[config.mk]
export PLATFORM = sky130hd
export DESIGN_NAME = dfir_queue
export DESIGN_NICKNAME = d
export VERILOG_FILES = /design/src/design/dfir_pkg.sv /design/src/design/dfir_queue.sv
export SDC_FILE = /design/constraint.sdc
export NUM_CORES = 1
export LEC_CHECK = 0
export ABC_AREA = 1
export BUFFER_PORTS_ARGS = -buffer_cell sky130_fd_sc_hd__buf_2
export CORE_ASPECT_RATIO = 1.5
export CORE_MARGIN = 1
export CORE_UTILIZATION = 35
export CTS_CLUSTER_DIAMETER = 120
export CTS_CLUSTER_SIZE = 16
export DETAILED_ROUTE_END_ITERATION = 16
export PLACE_DENSITY = 0.56
export SETUP_SLACK_MARGIN = 0.4
export SLEW_MARGIN = 10
export SYNTH_ARGS = -nofsm -noshare
export SYNTH_HDL_FRONTEND = slang
export SYNTH_SLANG_ARGS = --single-unit
[constraint.sdc]
create_clock -name clk -period 3.28 [get_ports clk]
set_clock_uncertainty 0.05 [all_clocks]
set_input_delay 0.164 -clock clk [delete_from_list [all_inputs] [get_ports clk]]
set_output_delay 0.164 -clock clk [all_outputs]
set_load 0.02 [all_outputs]
[src/design/dfir_pkg.sv]
// Shared types and constants for the decimating FIR filter.
`default_nettype none

package dfir_pkg;

  localparam int SAMPLE_W    = 16;
  localparam int COEF_W      = 16;
  localparam int PROD_W      = SAMPLE_W + COEF_W;
  localparam int ACC_W       = 40;
  localparam int CFG_W       = 16;
  localparam int CFG_IDX_W   = 3;
  localparam int TAP_W       = 7;
  localparam int TIDX_W      = 6;
  localparam int PHASE_W     = 6;
  localparam int MAX_DECIM   = 64;
  localparam int COEF_SLOTS  = 64;
  localparam int QUEUE_DEPTH = 4;
  localparam int QUEUE_AW    = 2;

  typedef enum logic [CFG_IDX_W-1:0] {
    REG_DECIM    = 3'd0,
    REG_TAPS     = 3'd1,
    REG_COMPLEX  = 3'd2,
    REG_TAP_IDX  = 3'd3,
    REG_TAP_RE   = 3'd4,
    REG_TAP_IM   = 3'd5
  } cfg_reg_e;

  // one queued sample and whether it triggers an output
  typedef struct packed {
    logic                emit;
    logic [SAMPLE_W-1:0] smp_im;
    logic [SAMPLE_W-1:0] smp_re;
  } smp_t;

  typedef struct packed {
    logic              we_re;
    logic              we_im;
    logic [TIDX_W-1:0] addr;
    logic [COEF_W-1:0] value;
  } coef_wr_t;

  typedef struct packed {
    logic             cplx;
    logic [TAP_W-1:0] taps;
  } mac_cfg_t;

endpackage

`default_nettype wire

[src/design/dfir_queue.sv]
// Short FIFO of tagged samples between the front and the MAC engine.
`default_nettype none

module dfir_queue (
  input  wire logic     clk,
  input  wire logic     rst,
  input  wire logic     push,
  input  wire dfir_pkg::smp_t push_data,
  output logic          full,
  input  wire logic     pop,
  output logic          empty,
  output dfir_pkg::smp_t pop_data
);
  import dfir_pkg::*;

  smp_t                slots [QUEUE_DEPTH];
  logic [QUEUE_AW-1:0] wr_ptr;
  logic [QUEUE_AW-1:0] rd_ptr;
  logic [QUEUE_AW:0]   count;
  logic                do_push;
  logic                do_pop;

  assign full     = (count == (QUEUE_AW+1)'(QUEUE_DEPTH));
  assign empty    = (count == '0);
  assign do_push  = push && !full;
  assign do_pop   = pop && !empty;
  assign pop_data = slots[rd_ptr];

  always_ff @(posedge clk) begin
    if (do_push) begin
      slots[wr_ptr] <= push_data;
    end
  end

  always_ff @(posedge clk) begin
    if (rst) begin
      wr_ptr <= '0;
      rd_ptr <= '0;
      count  <= '0;
    end else begin
      if (do_push) begin
        wr_ptr <= wr_ptr + QUEUE_AW'(1);
      end
      if (do_pop) begin
        rd_ptr <= rd_ptr + QUEUE_AW'(1);
      end
      case ({do_push, do_pop})
        2'b10:   count <= count + (QUEUE_AW+1)'(1);
        2'b01:   count <= count - (QUEUE_AW+1)'(1);
        default: count <= count;
      endcase
    end
  end

endmodule

`default_nettype wire

==> results.yml <==
routing:
  ant_nets: 0
  drtIter0Drc: 181
  post_drt_wl_per_cell_um: 16.3
  routed_wl_mm: 11.6
  drc: 0
  routed_via_density: 4.84
  dr_total_vias: 3449
  first_pass_iters: 5
power_and_ir_drop:
  power_mw: 5.36
  p_sw_frac: 0.304
  switchingPower_mw: 1.63
  pwr-share-clk: 0.343
  powerDensity_nw_per_um2: 781
  max-vdd-ir-drop_v: 0.000396
  seq_power_share: 0.411
  combPwrFrac: 0.245
  power.internal_mw: 3.73
  power_leakage_nw: 2.49
die:
  die_h_um: 154
  die_w_um: 103
  core_sq_um: 15100
  initial_core_util: 0.359
  dieArea_sq_um: 16000
  fp-row-count: 55
  io_pins: 72
cts:
  cts_tree: "yes"
  numCtsBuffers: 17
  cts_max_level: 4
  clk_pin_slew_ns: 0.05
  post_cts_buffers: 0
  cts-root-buf: "clkbuf_16"
  cts.repair.resized: 0
  cts_hold_buffers: 35
  ctsLongestPathBuffers: 2
  insertion_delay_ns: 0.40
  clkSinkCount: 141
setup_path:
  cp_top_family: "buffers and inverters"
  cp_num_buf_inv: 2
  critPathKind: "reg -> out"
  r2r_slack_ns: 1.20
  worstPathCellList: "inv_2, o21ai_0, o22ai_1, buf_2"
  crit_fanout: 33
  cp.arrival_ns: 2.15
  endpoint_kind: "output pin"
  crit_path_max_incr_delay_ns: 0.52
  startpoint_type: "register"
  cpMaxStageDelayCell: "inv_2"
  cp.required_ns: 3.07
sta:
  rsz0062_at_grt: "false"
  fmax_mhz: 422
  min_period_ns: 2.37
  setup_viol: 0
  hold_violations: 0
  tightest_slew_ns: 1.04
  slew_headroom: 0.303
  slew_violations: 0
  period_share: 0.722
  final.setup.tns_ns: 0
global_route:
  track_usage: 0.161
  overflow: 0
  grt_max_degree: 67
  grt_pass1_vias: 3666
  antenna_found_initial: 1
  grt_pass1_wl_mm: 18.8
yosys:
  yosysTopAreaCell: "edfxtp_1"
  async_flop_share: 0
  synth_fp_nets: 432
  synth_cells: 389
  synth_cell_types: 19
  ys_top_cells_by_area: "edfxtp_1 73%, nor2_1 5.3%, o21ai_0 4.6%"
  seq_area_frac_synth: 0.766
  syn_area_per_cell_sq_um: 13.9
  synth.most_common_cell: "edfxtp_1"
  synth-seq-cells: 141
  synth-main-ff-cell: "edfxtp_1"
  synth_commonest_cells: "132 x edfxtp_1, 76 x nor2_1, 50 x o21ai_0"
  yosys_warnings: 0
  synth-edff-count: 132
  synthesis.area_sq_um: 5410
  yosysTopAreaCellShare: 0.733
outcome:
  status: "finished, final reports clean"
placement:
  postPlaceCellArea_sq_um: 5940
  portBuffers: 71
  hpwl_mm: 7.01
  routabilityCongestion: 0.712
final_layout:
  drive_above_1_share: 0.218
  areaGrowthSynthToFinish_pct: 26.7
  fin_area_sq_um: 6850
  final_util: 0.455
  nets: 545
worst_hold_path:
  hold_class: "in -> reg"
flow_run:
  drv_cap: 0
worst register-to-register path: stages, from the launching register on:
cell     delay [ns]
dfxtp_1        0.36
nor2_1         0.08
nand2_1        0.13
nand2_2        0.19
nor2_4         0.69
buf_4          0.29
metal layers:
metal | wire length (um) | share of wire | global-route usage
met1 | 4670 | 0.40 | 0.178
met2 | 6320 | 0.54 | 0.285
met3 | 482 | 0.041 | 0.0493
met4 | 159 | 0.014 | 0.0563
met5 | 0 | 0 | 0
worst paths after layout:
path | start | end | cells after the start
worst max-delay path | register | pop_data[14] | 4
worst min-delay path | push | wr_ptr[1]$_SDFFE_PP0P_ | 3
worst max register to register | count[1]$_SDFFE_PP0P_ | slots[3][2]$_DFFE_PP_ | 5
worst min register to register | rd_ptr[1]$_SDFFE_PP0P_ | rd_ptr[1]$_SDFFE_PP0P_ | 2
registers in the layout, indices dropped and copies added (netlist names), named ones only:
register  count
slots       132
count         3
rd_ptr        2
wr_ptr        2
kinds of logic after synthesis:
group	synth area share
AOI/OAI and AO/OA	0.106
adders and majority gates	0.0153
buffers and inverters	0.0444
DFF	0.766
and+or+nand+nor	0.0683
cell type report:
type / count / area [sq um]
multi-input combinational: 208 / 1050
fill: 1374 / 8220
sequential: 141 / 4150
clock buffer: 22 / 444
clock inverter: 8 / 119
tap: 199 / 249
timing repair buffer: 114 / 766
antenna: 1 / 2.50
inverter: 20 / 75.1
power groups by stage:
stage / clock network (mW) / registers, mW / logic, mW
final: 1.84 / 2.20 / 1.31
after global routing: 1.94 / 2.22 / 1.47
after CTS: 1.87 / 2.20 / 1.34
after detailed placement: 0 / 2.24 / 1.30
after global placement: 0 / 2.23 / 1.28
after floorplan: 0 / 2.22 / 0.915
cell usage in the layout (no fill, tap or decap), types with 5 or more instances in the layout:
| cell | instances |
|---|---|
| clkbuf_1 | 5 |
| a21oi_1 | 5 |
| inv_1 | 18 |
| nor2_1 | 72 |
| nand3_1 | 5 |
| o21ai_1 | 18 |
| edfxtp_1 | 132 |
| o22ai_1 | 33 |
| buf_4 | 8 |
| ha_1 | 5 |
| dlygate4sd3_1 | 35 |
| clkbuf_16 | 17 |
| dfxtp_1 | 8 |
| o21ai_0 | 50 |
| nand2_1 | 14 |
| buf_2 | 71 |
metrics by stage:
stage	setup WS [ns]	cells	hold slack, ns
detailed placement	1.16	647	0.330
floorplan	0.808	389	0.183
CTS	0.897	712	0.0106
global route	0.729	713	0.0293
global placement	1.27	647	0.330
finish	0.912	713	0.0275
Note: power is estimated with default switching activity, not from simulation.
