===== src/design/dfir_pkg.sv =====
// Shared types and constants for the decimating FIR filter.
`default_nettype none

package dfir_pkg;

  localparam int SAMPLE_W    = 16;
  localparam int COEF_W      = 16;
  localparam int PROD_W      = SAMPLE_W + COEF_W;
  localparam int ACC_W       = 40;
  localparam int CFG_W       = 16;
  localparam int CFG_IDX_W   = 3;
  localparam int TAP_W       = 7;
  localparam int TIDX_W      = 6;
  localparam int PHASE_W     = 6;
  localparam int MAX_DECIM   = 64;
  localparam int COEF_SLOTS  = 64;
  localparam int QUEUE_DEPTH = 4;
  localparam int QUEUE_AW    = 2;

  typedef enum logic [CFG_IDX_W-1:0] {
    REG_DECIM    = 3'd0,
    REG_TAPS     = 3'd1,
    REG_COMPLEX  = 3'd2,
    REG_TAP_IDX  = 3'd3,
    REG_TAP_RE   = 3'd4,
    REG_TAP_IM   = 3'd5
  } cfg_reg_e;

  // one queued sample and whether it triggers an output
  typedef struct packed {
    logic                emit;
    logic [SAMPLE_W-1:0] smp_im;
    logic [SAMPLE_W-1:0] smp_re;
  } smp_t;

  typedef struct packed {
    logic              we_re;
    logic              we_im;
    logic [TIDX_W-1:0] addr;
    logic [COEF_W-1:0] value;
  } coef_wr_t;

  typedef struct packed {
    logic             cplx;
    logic [TAP_W-1:0] taps;
  } mac_cfg_t;

endpackage

`default_nettype wire


===== src/design/dfir_front.sv =====
// Input side: accepts sample beats and tags each with whether its decimation phase is zero.
`default_nettype none

module dfir_front (
  input  wire logic                            clk,
  input  wire logic                            rst,
  input  wire logic                            s_tvalid,
  output logic                                 s_tready,
  input  wire logic [2*dfir_pkg::SAMPLE_W-1:0] s_tdata,
  input  wire logic [dfir_pkg::TAP_W-1:0]      decim,
  input  wire logic                            q_full,
  output logic                                 push,
  output dfir_pkg::smp_t                       entry
);
  import dfir_pkg::*;

  logic [PHASE_W-1:0] phase;
  logic [PHASE_W-1:0] phase_next;
  logic [TAP_W-1:0]   decim_eff;
  logic [TAP_W-1:0]   phase_inc;

  always_comb begin
    if (decim == '0) begin
      decim_eff = TAP_W'(1);
    end else if (decim > TAP_W'(MAX_DECIM)) begin
      decim_eff = TAP_W'(MAX_DECIM);
    end else begin
      decim_eff = decim;
    end
    phase_inc  = {1'b0, phase} + TAP_W'(1);
    phase_next = (phase_inc >= decim_eff) ? '0 : phase_inc[PHASE_W-1:0];
  end

  assign s_tready     = !q_full;
  assign push         = s_tvalid && !q_full;
  assign entry.emit   = (phase == '0);
  assign entry.smp_re = s_tdata[SAMPLE_W-1:0];
  assign entry.smp_im = s_tdata[2*SAMPLE_W-1:SAMPLE_W];

  always_ff @(posedge clk) begin
    if (rst) begin
      phase <= '0;
    end else if (push) begin
      phase <= phase_next;
    end
  end

endmodule

`default_nettype wire


===== config.mk =====
export PLATFORM = sky130hd
export DESIGN_NAME = dfir_front
export DESIGN_NICKNAME = d
export VERILOG_FILES = /design/src/design/dfir_pkg.sv /design/src/design/dfir_front.sv
export SDC_FILE = /design/constraint.sdc
export NUM_CORES = 1
export LEC_CHECK = 0
export ABC_AREA = 1
export ABC_CLOCK_PERIOD_IN_PS = 2009
export BUFFER_PORTS_ARGS = -buffer_cell sky130_fd_sc_hd__buf_4
export CAP_MARGIN = 20
export CELL_PAD_IN_SITES_DETAIL_PLACEMENT = 0
export CELL_PAD_IN_SITES_GLOBAL_PLACEMENT = 1
export CORE_MARGIN = 5
export CORE_UTILIZATION = 23
export DETAILED_ROUTE_END_ITERATION = 12
export PLACE_DENSITY_LB_ADDON = 0.1
export RECOVER_POWER = 100
export SYNTH_ARGS = -nofsm -noshare
export SYNTH_HDL_FRONTEND = slang
export SYNTH_SLANG_ARGS = --single-unit

===== constraint.sdc =====
create_clock -name clk -period 2.01 [get_ports clk]
set_input_delay 0.1005 -clock clk [delete_from_list [all_inputs] [get_ports clk]]
set_output_delay 0.1005 -clock clk [all_outputs]
set_load 0.1 [all_outputs]

==> summary.md, run 1 <==
| Metric | Value |
|---|---|
| Count of cell types in the netlist | `18` |
| FF-to-FF Start | `phase[0]` |
| Chip Height | `69.9 um` |
| DRC violations left | `0` |
| Initial antenna violation count | `0` |
| R2R Setup Slk | `0.17 ns` |
| Core ar. | `3420 um2` |
| Status | `completed` |
| Slew margin rel. | `0.230` |
| First-pass GRT wire length | `3.02 mm` |
| Via-to-Cell Ratio | `4.24` |
| HPWL Detailed | `1.36 mm` |
| Critical path arrival | `1.96 ns` |
| WL met3 | `127 um` |
| Worst Setup EP | `phase[4]` |
| Most common cell after layout, fill and taps aside | `nand2_1` |
| CTS buffer count | `3` |
| Startpoint type of the worst setup path | `flip-flop` |
| Total grt overflow | `0` |
| Via count | `636` |
| Clock Latency Late Sink | `0.24 ns` |
| GPL Wtd Cong | `0.730` |
| Clock Tree Buf Depth | `2` |
| CP endpoint kind | `flip-flop` |
| Share of cells above drive strength 1 | `0.240` |
| Fin cells | `150` |
| Slew @ Worst Pin | `1.16 ns` |
| Mean Syn Cell Area | `6.88 um2` |
| Detail-routed net length per standard cell | `11.0 um` |
| Crit share post-route | `0.914` |
| Seq/Total Area, Yosys | `0.145` |
| Crit path from | `phase[0]` |
| Pwr dens | `525 nW/um2` |
| Largest registers | `phase x6` |
| CTS Sinks | `6` |
| Post-route minimum period | `1.84 ns` |
| Wirelength, routed | `1.65 mm` |
| Setup repair after global routing missed its margin | `false` |
| Post-synth EDFFs | `0` |
| Placed instance count | `147` |
| N_diodes | `0` |
| Worst reg2reg path depth | `9` |
| Met2 WL | `767 um` |
| # setup viols final | `0` |
| Max Used Layer | `met4` |
| # nets final | `158` |
| Vias in the first global route | `720` |
| Hold Path Depth | `2` |
| Area growth from synthesis to layout | `-5.45%` |
| I/O pin count | `78` |
| TNS Setup | `0 ns` |
| Antenna-violating nets left | `0` |
| Max Fanout on Critical Path | `6` |
| RR Endpoint | `phase[4]` |
| H-tree Lvls | `1` |
| Hold Fails Final Rpt | `0` |
| Worst-path clk slew | `0.05 ns` |
| Pin count of the biggest net entering global routing | `12` |
| Yosys reg bits | `6` |
| Iteration-0 DRC count of the detailed router | `13` |
| Synth async-reset ratio | `0` |
| MaxCap Viol Count | `0` |
| F_max | `544 MHz` |
| Post-synth net total | `172` |
| Clock Skews | `0.00236 ns` |
| Starting Density | `0.242` |
| Num rows | `21` |
| Synth Flop Type | `dfxtp_1` |
| Final core occ | `0.229` |
| GRT Util Overall | `0.0754` |
| DIE AREA | `4890 um2` |
| Hold Crit Class | `primary input to flip-flop` |
| Top reg by flops | `phase` |
| Layout fillers | `403` |
| CTS tree | `yes` |
| Hold buffer count at cts | `0` |
| Worst EP required | `2.13 ns` |
| Die W | `69.9 um` |
| Commonest non-fill, non-tap cells in the layout | `nand2_1 (20), inv_1 (12), buf_4 (11)` |
| Drt pass-1 iters | `2` |
| YS warnings | `0` |
| Synth Instances | `120` |
| Power Total | `410 uW` |
| Slew Viols, Final | `0` |
| Port Buffers | `13` |
| Crit path kind | `flip-flop to flip-flop` |
| Max reg flops | `6` |
| Leakage | `0.000388 uW` |
| M1 wire length | `670 um` |
| Post-Syn Area | `826 um2` |
| Root Driver | `clkbuf_4` |
| Maximum vdd drop | `0.146 mV` |
-- layout make-up --
type / count / area (um2) / share of cell area
Sequential cell: 6 / 121 / 0.155
Inverter: 12 / 45.0 / 0.0577
Multi-Input combinational cell: 69 / 438 / 0.561
Timing Repair Buffer: 14 / 96.3 / 0.123
Clock buffer: 3 / 22.5 / 0.0288
Tap cell: 46 / 57.6 / 0.0737
-- worst max-delay path: stages (launching register included) --
cell	delay [ns]
dfxtp_1	0.37
ha_1	0.23
nand3_2	0.13
xor2_2	0.18
ha_1	0.29
nand2_1	0.05
a21oi_1	0.22
nor2_4	0.10
nand3_1	0.09
a21oi_1	0.06
-- kinds of logic after synthesis --
| family | after synthesis | synth area share |
|---|---|---|
| fa+ha+maj | 9 | 0.136 |
| simple gates | 41 | 0.223 |
| xor+xnor | 3 | 0.0409 |
| flops | 6 | 0.145 |
| compound gates | 16 | 0.103 |
| buf+inv | 45 | 0.352 |
-- Yosys cell counts (2+ instances only) --
| cell type | n | area, um2 |
|---|---|---|
| buf_4 | 32 | 240 |
| nor2_1 | 7 | 26.3 |
| a21oi_1 | 8 | 40.0 |
| dfxtp_1 | 6 | 120 |
| inv_1 | 12 | 45.0 |
| o21ai_0 | 6 | 30.0 |
| nand2_1 | 20 | 75.1 |
| xor2_1 | 2 | 17.5 |
| nand3_1 | 9 | 45.0 |
| ha_1 | 9 | 113 |
| nor3_1 | 2 | 10.0 |
-- where the power goes --
part	switching [uW]	internal [uW]
registers	11.2	128
logic	106	54.3
clock network	42.8	67.5
total	160	250
-- metal layers --
metal	GRT usage	up-vias
li1	-	325
met1	0.0778	264
met2	0.124	23
met3	0.0273	24
met4	0.0574	0
met5	0	-
-- what timing repair did --
action / CTS / global route
endpoints found under the setup margin: 0 / 6
resized for setup: 0 / 4
buffers inserted: 0 / 0
hold endpoints to repair: 0 / 0
-- through the flow --
stage,cell area (um2),hold WS [ns],setup WS [ns]
after floorplan,831,0.170,0.142
after global placement,748,0.202,0.0730
after detailed placement,748,0.202,0.0617
after CTS,771,0.00539,0.0423
after global routing,781,0.0104,0.0235
final,781,0.0170,0.172
-- how the worst min path moves through the flow --
stage / from / endpoint / slack, ns
5_1_grt: rst / phase[0] / 0.01
6_report: rst / phase[0] / 0.02
3_5_place_dp: s_tdata[3] / entry[3] / 0.20
2_1_floorplan: rst / phase[0] / 0.17
4_1_cts: rst / phase[0] / 0.005
3_3_place_gp: s_tdata[3] / entry[3] / 0.20
No activity file was read; power rests on OpenSTA's default activity.
==> run 2, diff against run 1 <==
--- a/config.mk
+++ b/config.mk
@@ -14,7 +14,7 @@
 export CORE_MARGIN = 5
 export CORE_UTILIZATION = 23
 export DETAILED_ROUTE_END_ITERATION = 12
-export PLACE_DENSITY_LB_ADDON = 0.1
+export PLACE_DENSITY_LB_ADDON = 0.25
 export RECOVER_POWER = 100
 export SYNTH_ARGS = -nofsm -noshare
 export SYNTH_HDL_FRONTEND = slang
==> run 2 against run 1 <==
Combinational power about the same. Register-to-register slack improved by 0.03 ns. Non-clock buffer count up 1. Fmax grew 1.8%. Clock power hardly changed. Critical endpoint unchanged.
==> summary.md, run 2 (same netlist as run 1, synthesis figures left out) <==
| Metric | Value |
|---|---|
| Core ar. | `3420 um2 (unchanged)` |
| Num rows | `21 (unchanged)` |
| Via count | `607 (was 636)` |
| # nets final | `159 (was 158)` |
| Largest registers | `phase x6 (unchanged)` |
| CP delay by family, top | `simple AND/OR/NAND/NOR gates (was adder cells)` |
| CP endpoint kind | `flip-flop (unchanged)` |
| N_diodes | `0 (unchanged)` |
| CP max stage delay | `0.36 ns (was 0.37 ns)` |
| Antenna-violating nets left | `0 (unchanged)` |
| DRC violations left | `0 (unchanged)` |
| Startpoint type of the worst setup path | `flip-flop (unchanged)` |
| First-pass GRT wire length | `2.67 mm (was 3.02 mm)` |
| CTS Sinks | `6 (unchanged)` |
| Power Total | `412 uW (was 410 uW)` |
| TNS Setup | `0 ns (unchanged)` |
| Clock Latency Late Sink | `0.24 ns (about the same)` |
| Initial antenna violation count | `0 (unchanged)` |
| Hold Fails Final Rpt | `0 (unchanged)` |
| Maximum vdd drop | `0.233 mV (was 0.146 mV)` |
| # setup viols final | `0 (unchanged)` |
| GPL Wtd Cong | `0.658 (was 0.730)` |
| Status | `completed (unchanged)` |
| Starting Density | `0.242 (unchanged)` |
| Pin count of the biggest net entering global routing | `12 (unchanged)` |
| Commonest non-fill, non-tap cells in the layout | `nand2_1 (20), inv_1 (12), buf_4 (11) (unchanged)` |
| Setup repair after global routing missed its margin | `false (unchanged)` |
| Iteration-0 DRC count of the detailed router | `7 (was 13)` |
| Critical Path, Cell by Cell | `ha_1 -> nand3_1 -> xor2_1 -> ha_1 -> nand2_1 -> a21oi_2 -> nor2_4 -> nand3_1 -> a21oi_1 (was ha_1 -> nand3_2 -> xor2_2 -> ha_1 -> nand2_1 -> a21oi_1 -> nor2_4 -> nand3_1 -> a21oi_1)` |
| I/O pin count | `78 (unchanged)` |
| Most utilized layer in the global route result | `met2 (unchanged)` |
| Crit path kind | `flip-flop to flip-flop (unchanged)` |
| Postcts setup bufs | `0 (unchanged)` |
| M1 GR Usage | `0.0838 (was 0.0778)` |
| Worst-path clk slew | `0.04 ns (was 0.05 ns)` |
| Pwr dens | `527 nW/um2 (was 525 nW/um2)` |
| Crit share post-route | `0.899 (was 0.914)` |
| GRT Util Overall | `0.0690 (was 0.0754)` |
| Slew @ Worst Pin | `1.17 ns (was 1.16 ns)` |
| Area growth from synthesis to layout | `-5.30% (was -5.45%)` |
| Clock Skews | `0.000265 ns (was 0.00236 ns)` |
| Dpl ws | `0.0805 ns (was 0.0617 ns)` |
| GR met2 Demand/Resource | `0.0986 (was 0.124)` |
| MaxCap Viol Count | `0 (unchanged)` |
| Chip Height | `69.9 um (unchanged)` |
| H-tree Lvls | `1 (unchanged)` |
| Area of the multi-input gates | `429 um2 (was 438 um2)` |
| Total grt overflow | `0 (unchanged)` |
| Share of cells above drive strength 1 | `0.229 (was 0.240)` |
| Port Buffers | `13 (unchanged)` |
| Post-route minimum period | `1.81 ns (was 1.84 ns)` |
| Met3 Track Usage GR | `0.0373 (was 0.0273)` |
| Max reg flops | `6 (unchanged)` |
| HPWL Detailed | `1.34 mm (was 1.36 mm)` |
| Vias in the first global route | `576 (was 720)` |
| Wirelength, routed | `1.63 mm (was 1.65 mm)` |
| Slew margin rel. | `0.224 (was 0.230)` |
| Worst EP required | `2.18 ns (was 2.13 ns)` |
| Placed instance count | `147 (unchanged)` |
| Fin cells | `151 (was 150)` |
| Max Fanout on Critical Path | `6 (unchanged)` |
| Slew Viols, Final | `0 (unchanged)` |
| Bufs and invs on worst path | `0 (unchanged)` |
| Clock Tree Buf Depth | `2 (unchanged)` |
| Register area | `123 um2 (was 121 um2)` |
| DIE AREA | `4890 um2 (unchanged)` |
| Drt pass-1 iters | `4 (was 2)` |
| Setup WS post-layout | `0.204 ns (was 0.172 ns)` |
| Leakage | `0.000387 uW (was 0.000388 uW)` |
| CTS buffer count | `3 (unchanged)` |
| Root Driver | `clkbuf_4 (unchanged)` |
| Most common cell after layout, fill and taps aside | `nand2_1 (unchanged)` |
| Critical path arrival | `1.98 ns (was 1.96 ns)` |
| Detail-routed net length per standard cell | `10.8 um (was 11.0 um)` |
| Hold Crit Class | `primary input to flip-flop (unchanged)` |
| Layout fillers | `410 (was 403)` |
| CTS tree | `yes (unchanged)` |
| Top reg by flops | `phase (unchanged)` |
| Final core occ | `0.229 (about the same)` |
| CP max stage cell | `dfxtp_2 (was dfxtp_1)` |
| Die W | `69.9 um (unchanged)` |
| Via-to-Cell Ratio | `4.02 (was 4.24)` |
| F_max | `554 MHz (was 544 MHz)` |
run 2: what timing repair did:
item                                    in CTS  in global routing
hold buffers                                 0                  1
endpoints found under the setup margin       0                  3
resized for setup                            0                  5
hold endpoints to repair                     0                  1
run 2: power breakdown:
| part | leakage, uW | total [uW] | switching, uW | internal (uW) |
|---|---|---|---|---|
| Combinational | 0.000323 | 163 | 108 | 55.2 |
| Clock | 0.0000138 | 110 | 42.2 | 67.5 |
| Sequential | 0.0000501 | 140 | 11.5 | 128 |
| Total | 0.000387 | 412 | 162 | 251 |
run 2: path summary, 6_finish.rpt:
check        cells after the start     start  slack [ns]       end
max                              9  phase[1]        0.20  phase[4]
min                              4  s_tvalid        0.17  phase[0]
max reg2reg                      9  phase[1]        0.20  phase[4]
min reg2reg                      2  phase[5]        0.55  phase[5]
run 2: worst reg2reg max path: stages, from the launching register on:
cell and delay [ns]:
dfxtp_2 0.36, ha_1 0.19, nand3_1 0.13, xor2_1 0.22
ha_1 0.28, nand2_1 0.08, a21oi_2 0.06, nor2_4 0.17
nand3_1 0.11, a21oi_1 0.13
run 2: area by class of cell:
class	count	share of cell area
Multi-Input combinational cell	69	0.549
Sequential cell	6	0.157
Timing Repair Buffer	15	0.134
Tap cell	46	0.0736
Inverter	12	0.0576
Clock buffer	3	0.0288
run 2: routing by layer:
metal	part of all wire	vias up
li1	-	325
met1	0.44	247
met2	0.43	29
met3	0.11	6
met4	0.010	0
met5	0	-
run 2: stage by stage:
| step | cell area (um2) | hold WS (ns) |
|---|---|---|
| final | 782 | 0.168 |
| after global routing | 782 | 0.195 |
| after CTS | 771 | 0.00100 |
| after detailed placement | 748 | 0.202 |
| after global placement | 748 | 0.202 |
| after floorplan | 831 | 0.170 |
==> run 3, diff against run 2 <==
--- a/config.mk
+++ b/config.mk
@@ -6,13 +6,13 @@
 export NUM_CORES = 1
 export LEC_CHECK = 0
 export ABC_AREA = 1
-export ABC_CLOCK_PERIOD_IN_PS = 2009
+export ABC_CLOCK_PERIOD_IN_PS = 2200
 export BUFFER_PORTS_ARGS = -buffer_cell sky130_fd_sc_hd__buf_4
 export CAP_MARGIN = 20
 export CELL_PAD_IN_SITES_DETAIL_PLACEMENT = 0
 export CELL_PAD_IN_SITES_GLOBAL_PLACEMENT = 1
 export CORE_MARGIN = 5
-export CORE_UTILIZATION = 23
+export CORE_UTILIZATION = 24
 export DETAILED_ROUTE_END_ITERATION = 12
 export PLACE_DENSITY_LB_ADDON = 0.25
 export RECOVER_POWER = 100
==> constraint.sdc (replaced) <==
create_clock -name clk -period 2.2 [get_ports clk]
set_input_delay 0.11 -clock clk [delete_from_list [all_inputs] [get_ports clk]]
set_output_delay 0.11 -clock clk [all_outputs]
set_load 0.1 [all_outputs]
==> run 3 against run 2 <==
Die area decreased by 3.6%. Sequential cell count unchanged. Global-route usage increased by 0.27 points. Non-clock buffer count decreased by 2. Total power decreased by 9.6%. Combinational power decreased by 13%. Largest power group unchanged. Utilization decreased by 0.32 points. Clock power decreased by 5%. First-iteration DRC count decreased by 43%.
==> summary.md, run 3 (same netlist as run 1, synthesis figures left out) <==
| Metric | Value |
|---|---|
| Starting Density | `0.247 (was 0.242)` |
| Maximum vdd drop | `0.176 mV (was 0.233 mV)` |
| Max Fanout on Critical Path | `6 (unchanged)` |
| Commonest non-fill, non-tap cells in the layout | `nand2_1 (20), inv_1 (12), buf_4 (10) (was nand2_1 (20), inv_1 (12), buf_4 (11))` |
| Initial antenna violation count | `0 (unchanged)` |
| N_diodes | `0 (unchanged)` |
| TNS Setup | `0 ns (unchanged)` |
| GPL Wtd Cong | `0.713 (was 0.658)` |
| CP max stage delay | `0.42 ns (was 0.36 ns)` |
| I/O pin count | `78 (unchanged)` |
| Top reg by flops | `phase (unchanged)` |
| Core ar. | `3340 um2 (was 3420 um2)` |
| Clock Skews | `0.00334 ns (was 0.000265 ns)` |
| Slew Viols, Final | `0 (unchanged)` |
| Wirelength, routed | `1.52 mm (was 1.63 mm)` |
| # setup viols final | `0 (unchanged)` |
| GR met2 Demand/Resource | `0.126 (was 0.0986)` |
| Num rows | `21 (unchanged)` |
| CTS buffer count | `3 (unchanged)` |
| First-pass GRT wire length | `2.53 mm (was 2.67 mm)` |
| HPWL Detailed | `1.26 mm (was 1.34 mm)` |
| Largest registers | `phase x6 (unchanged)` |
| Clock Tree Buf Depth | `2 (unchanged)` |
| F_max | `515 MHz (was 554 MHz)` |
| Slew margin rel. | `0.229 (was 0.224)` |
| Total grt overflow | `0 (unchanged)` |
| Hold Fails Final Rpt | `0 (unchanged)` |
| Worst hold slack | `0.0302 ns (was 0.168 ns)` |
| Most utilized layer in the global route result | `met2 (unchanged)` |
| Vias in the first global route | `622 (was 576)` |
| Max reg flops | `6 (unchanged)` |
| Setup repair after global routing missed its margin | `false (unchanged)` |
| Pwr dens | `495 nW/um2 (was 527 nW/um2)` |
| # nets final | `157 (was 159)` |
| M1 GR Usage | `0.0725 (was 0.0838)` |
| Area growth from synthesis to layout | `-8.79% (was -5.30%)` |
| Hold buffer count at cts | `0 (unchanged)` |
| Chip Height | `68.7 um (was 69.9 um)` |
| Critical Path, Cell by Cell | `ha_1 -> nand3_1 -> nor3_1 -> ha_1 -> a21o_1 -> nor2_4 -> nand3_1 -> a21oi_1 (was ha_1 -> nand3_1 -> xor2_1 -> ha_1 -> nand2_1 -> a21oi_2 -> nor2_4 -> nand3_1 -> a21oi_1)` |
| Postcts setup bufs | `0 (unchanged)` |
| MaxCap Viol Count | `0 (unchanged)` |
| Via count | `622 (was 607)` |
| CP endpoint kind | `flip-flop (unchanged)` |
| CP max stage cell | `dfxtp_1 (was dfxtp_2)` |
| Crit share post-route | `0.883 (was 0.899)` |
| GRT Util Overall | `0.0716 (was 0.0690)` |
| Detail-routed net length per standard cell | `10.2 um (was 10.8 um)` |
| Crit path kind | `flip-flop to flip-flop (unchanged)` |
| Met3 Track Usage GR | `0.0324 (was 0.0373)` |
| Port Buffers | `13 (unchanged)` |
| Layout fillers | `390 (was 410)` |
| DRC violations left | `0 (unchanged)` |
| Root Driver | `clkbuf_4 (unchanged)` |
| Iteration-0 DRC count of the detailed router | `4 (was 7)` |
| DIE AREA | `4710 um2 (was 4890 um2)` |
| Hold Crit Class | `primary input to flip-flop (unchanged)` |
| Drt pass-1 iters | `4 (unchanged)` |
| Worst EP required | `2.38 ns (was 2.18 ns)` |
| Via-to-Cell Ratio | `4.17 (was 4.02)` |
| Share of cells above drive strength 1 | `0.184 (was 0.229)` |
| Critical path arrival | `2.12 ns (was 1.98 ns)` |
| Slew @ Worst Pin | `1.16 ns (was 1.17 ns)` |
| Antenna-violating nets left | `0 (unchanged)` |
| Status | `completed (unchanged)` |
| CTS Sinks | `6 (unchanged)` |
| Die W | `68.7 um (was 69.9 um)` |
| # resized after CTS | `0 (unchanged)` |
| Worst-path clk slew | `0.05 ns (was 0.04 ns)` |
| Clock Latency Late Sink | `0.25 ns (was 0.24 ns)` |
| Startpoint type of the worst setup path | `flip-flop (unchanged)` |
| CTS tree | `yes (unchanged)` |
| Post-place instance area | `741 um2 (was 748 um2)` |
| Most common cell after layout, fill and taps aside | `nand2_1 (unchanged)` |
| Post-route minimum period | `1.94 ns (was 1.81 ns)` |
| Final instance area | `753 um2 (was 782 um2)` |
| H-tree Lvls | `1 (unchanged)` |
| Leakage | `0.000376 uW (was 0.000387 uW)` |
| Pin count of the biggest net entering global routing | `12 (unchanged)` |
## run 3: critical path: cells and delay by family, from the launching register on
| family | cells | cell delay, ns |
|---|---|---|
| AND/OR/NAND/NOR | 4 | 0.61 |
| adder cells (fa/ha/maj) | 2 | 0.50 |
| flip-flops | 1 | 0.42 |
| AO/OA/AOI/OAI | 2 | 0.34 |
## run 3: report_power, final
| part | internal [uW] | switching, uW | leakage, uW | total, uW |
|---|---|---|---|---|
| Combinational | 47.1 | 94.5 | 0.000313 | 142 |
| Clock | 61.8 | 41.7 | 0.0000138 | 104 |
| Sequential | 116 | 11.1 | 0.0000494 | 128 |
## run 3: worst paths after layout
kind | from | endpoint | slack [ns] | depth (start not counted)
setup reg to reg | phase[0] | phase[4] | 0.26 | 8
hold / removal | rst | phase[0] | 0.03 | 2
setup / recovery | phase[0] | phase[4] | 0.26 | 8
hold reg to reg | phase[0] | phase[0] | 0.54 | 2
## run 3: per-layer routing
metal,share of wire,vias up
met3,0.084,8
met2,0.51,26
li1,-,320
met5,0,-
met4,0.022,0
met1,0.39,268
## run 3: final cells by class
class	count	area, um2	area share
Multi-Input combinational cell	69	420	0.558
Inverter	12	45.0	0.0598
Sequential cell	6	120	0.159
Tap cell	46	57.6	0.0764
Timing Repair Buffer	13	87.6	0.116
Clock buffer	3	22.5	0.0299
## run 3: per-stage QoR
| stage | power, uW | worst slack, ns | std cells | utilization |
|---|---|---|---|---|
| floorplan | 510 | 0.323 | 120 | - |
| global placement | 277 | 0.271 | 146 | 0.222 |
| detailed placement | 277 | 0.244 | 146 | 0.222 |
| CTS | 386 | 0.222 | 149 | 0.229 |
| global route | 411 | 0.0740 | 149 | 0.226 |
| finish | 373 | 0.256 | 149 | 0.226 |
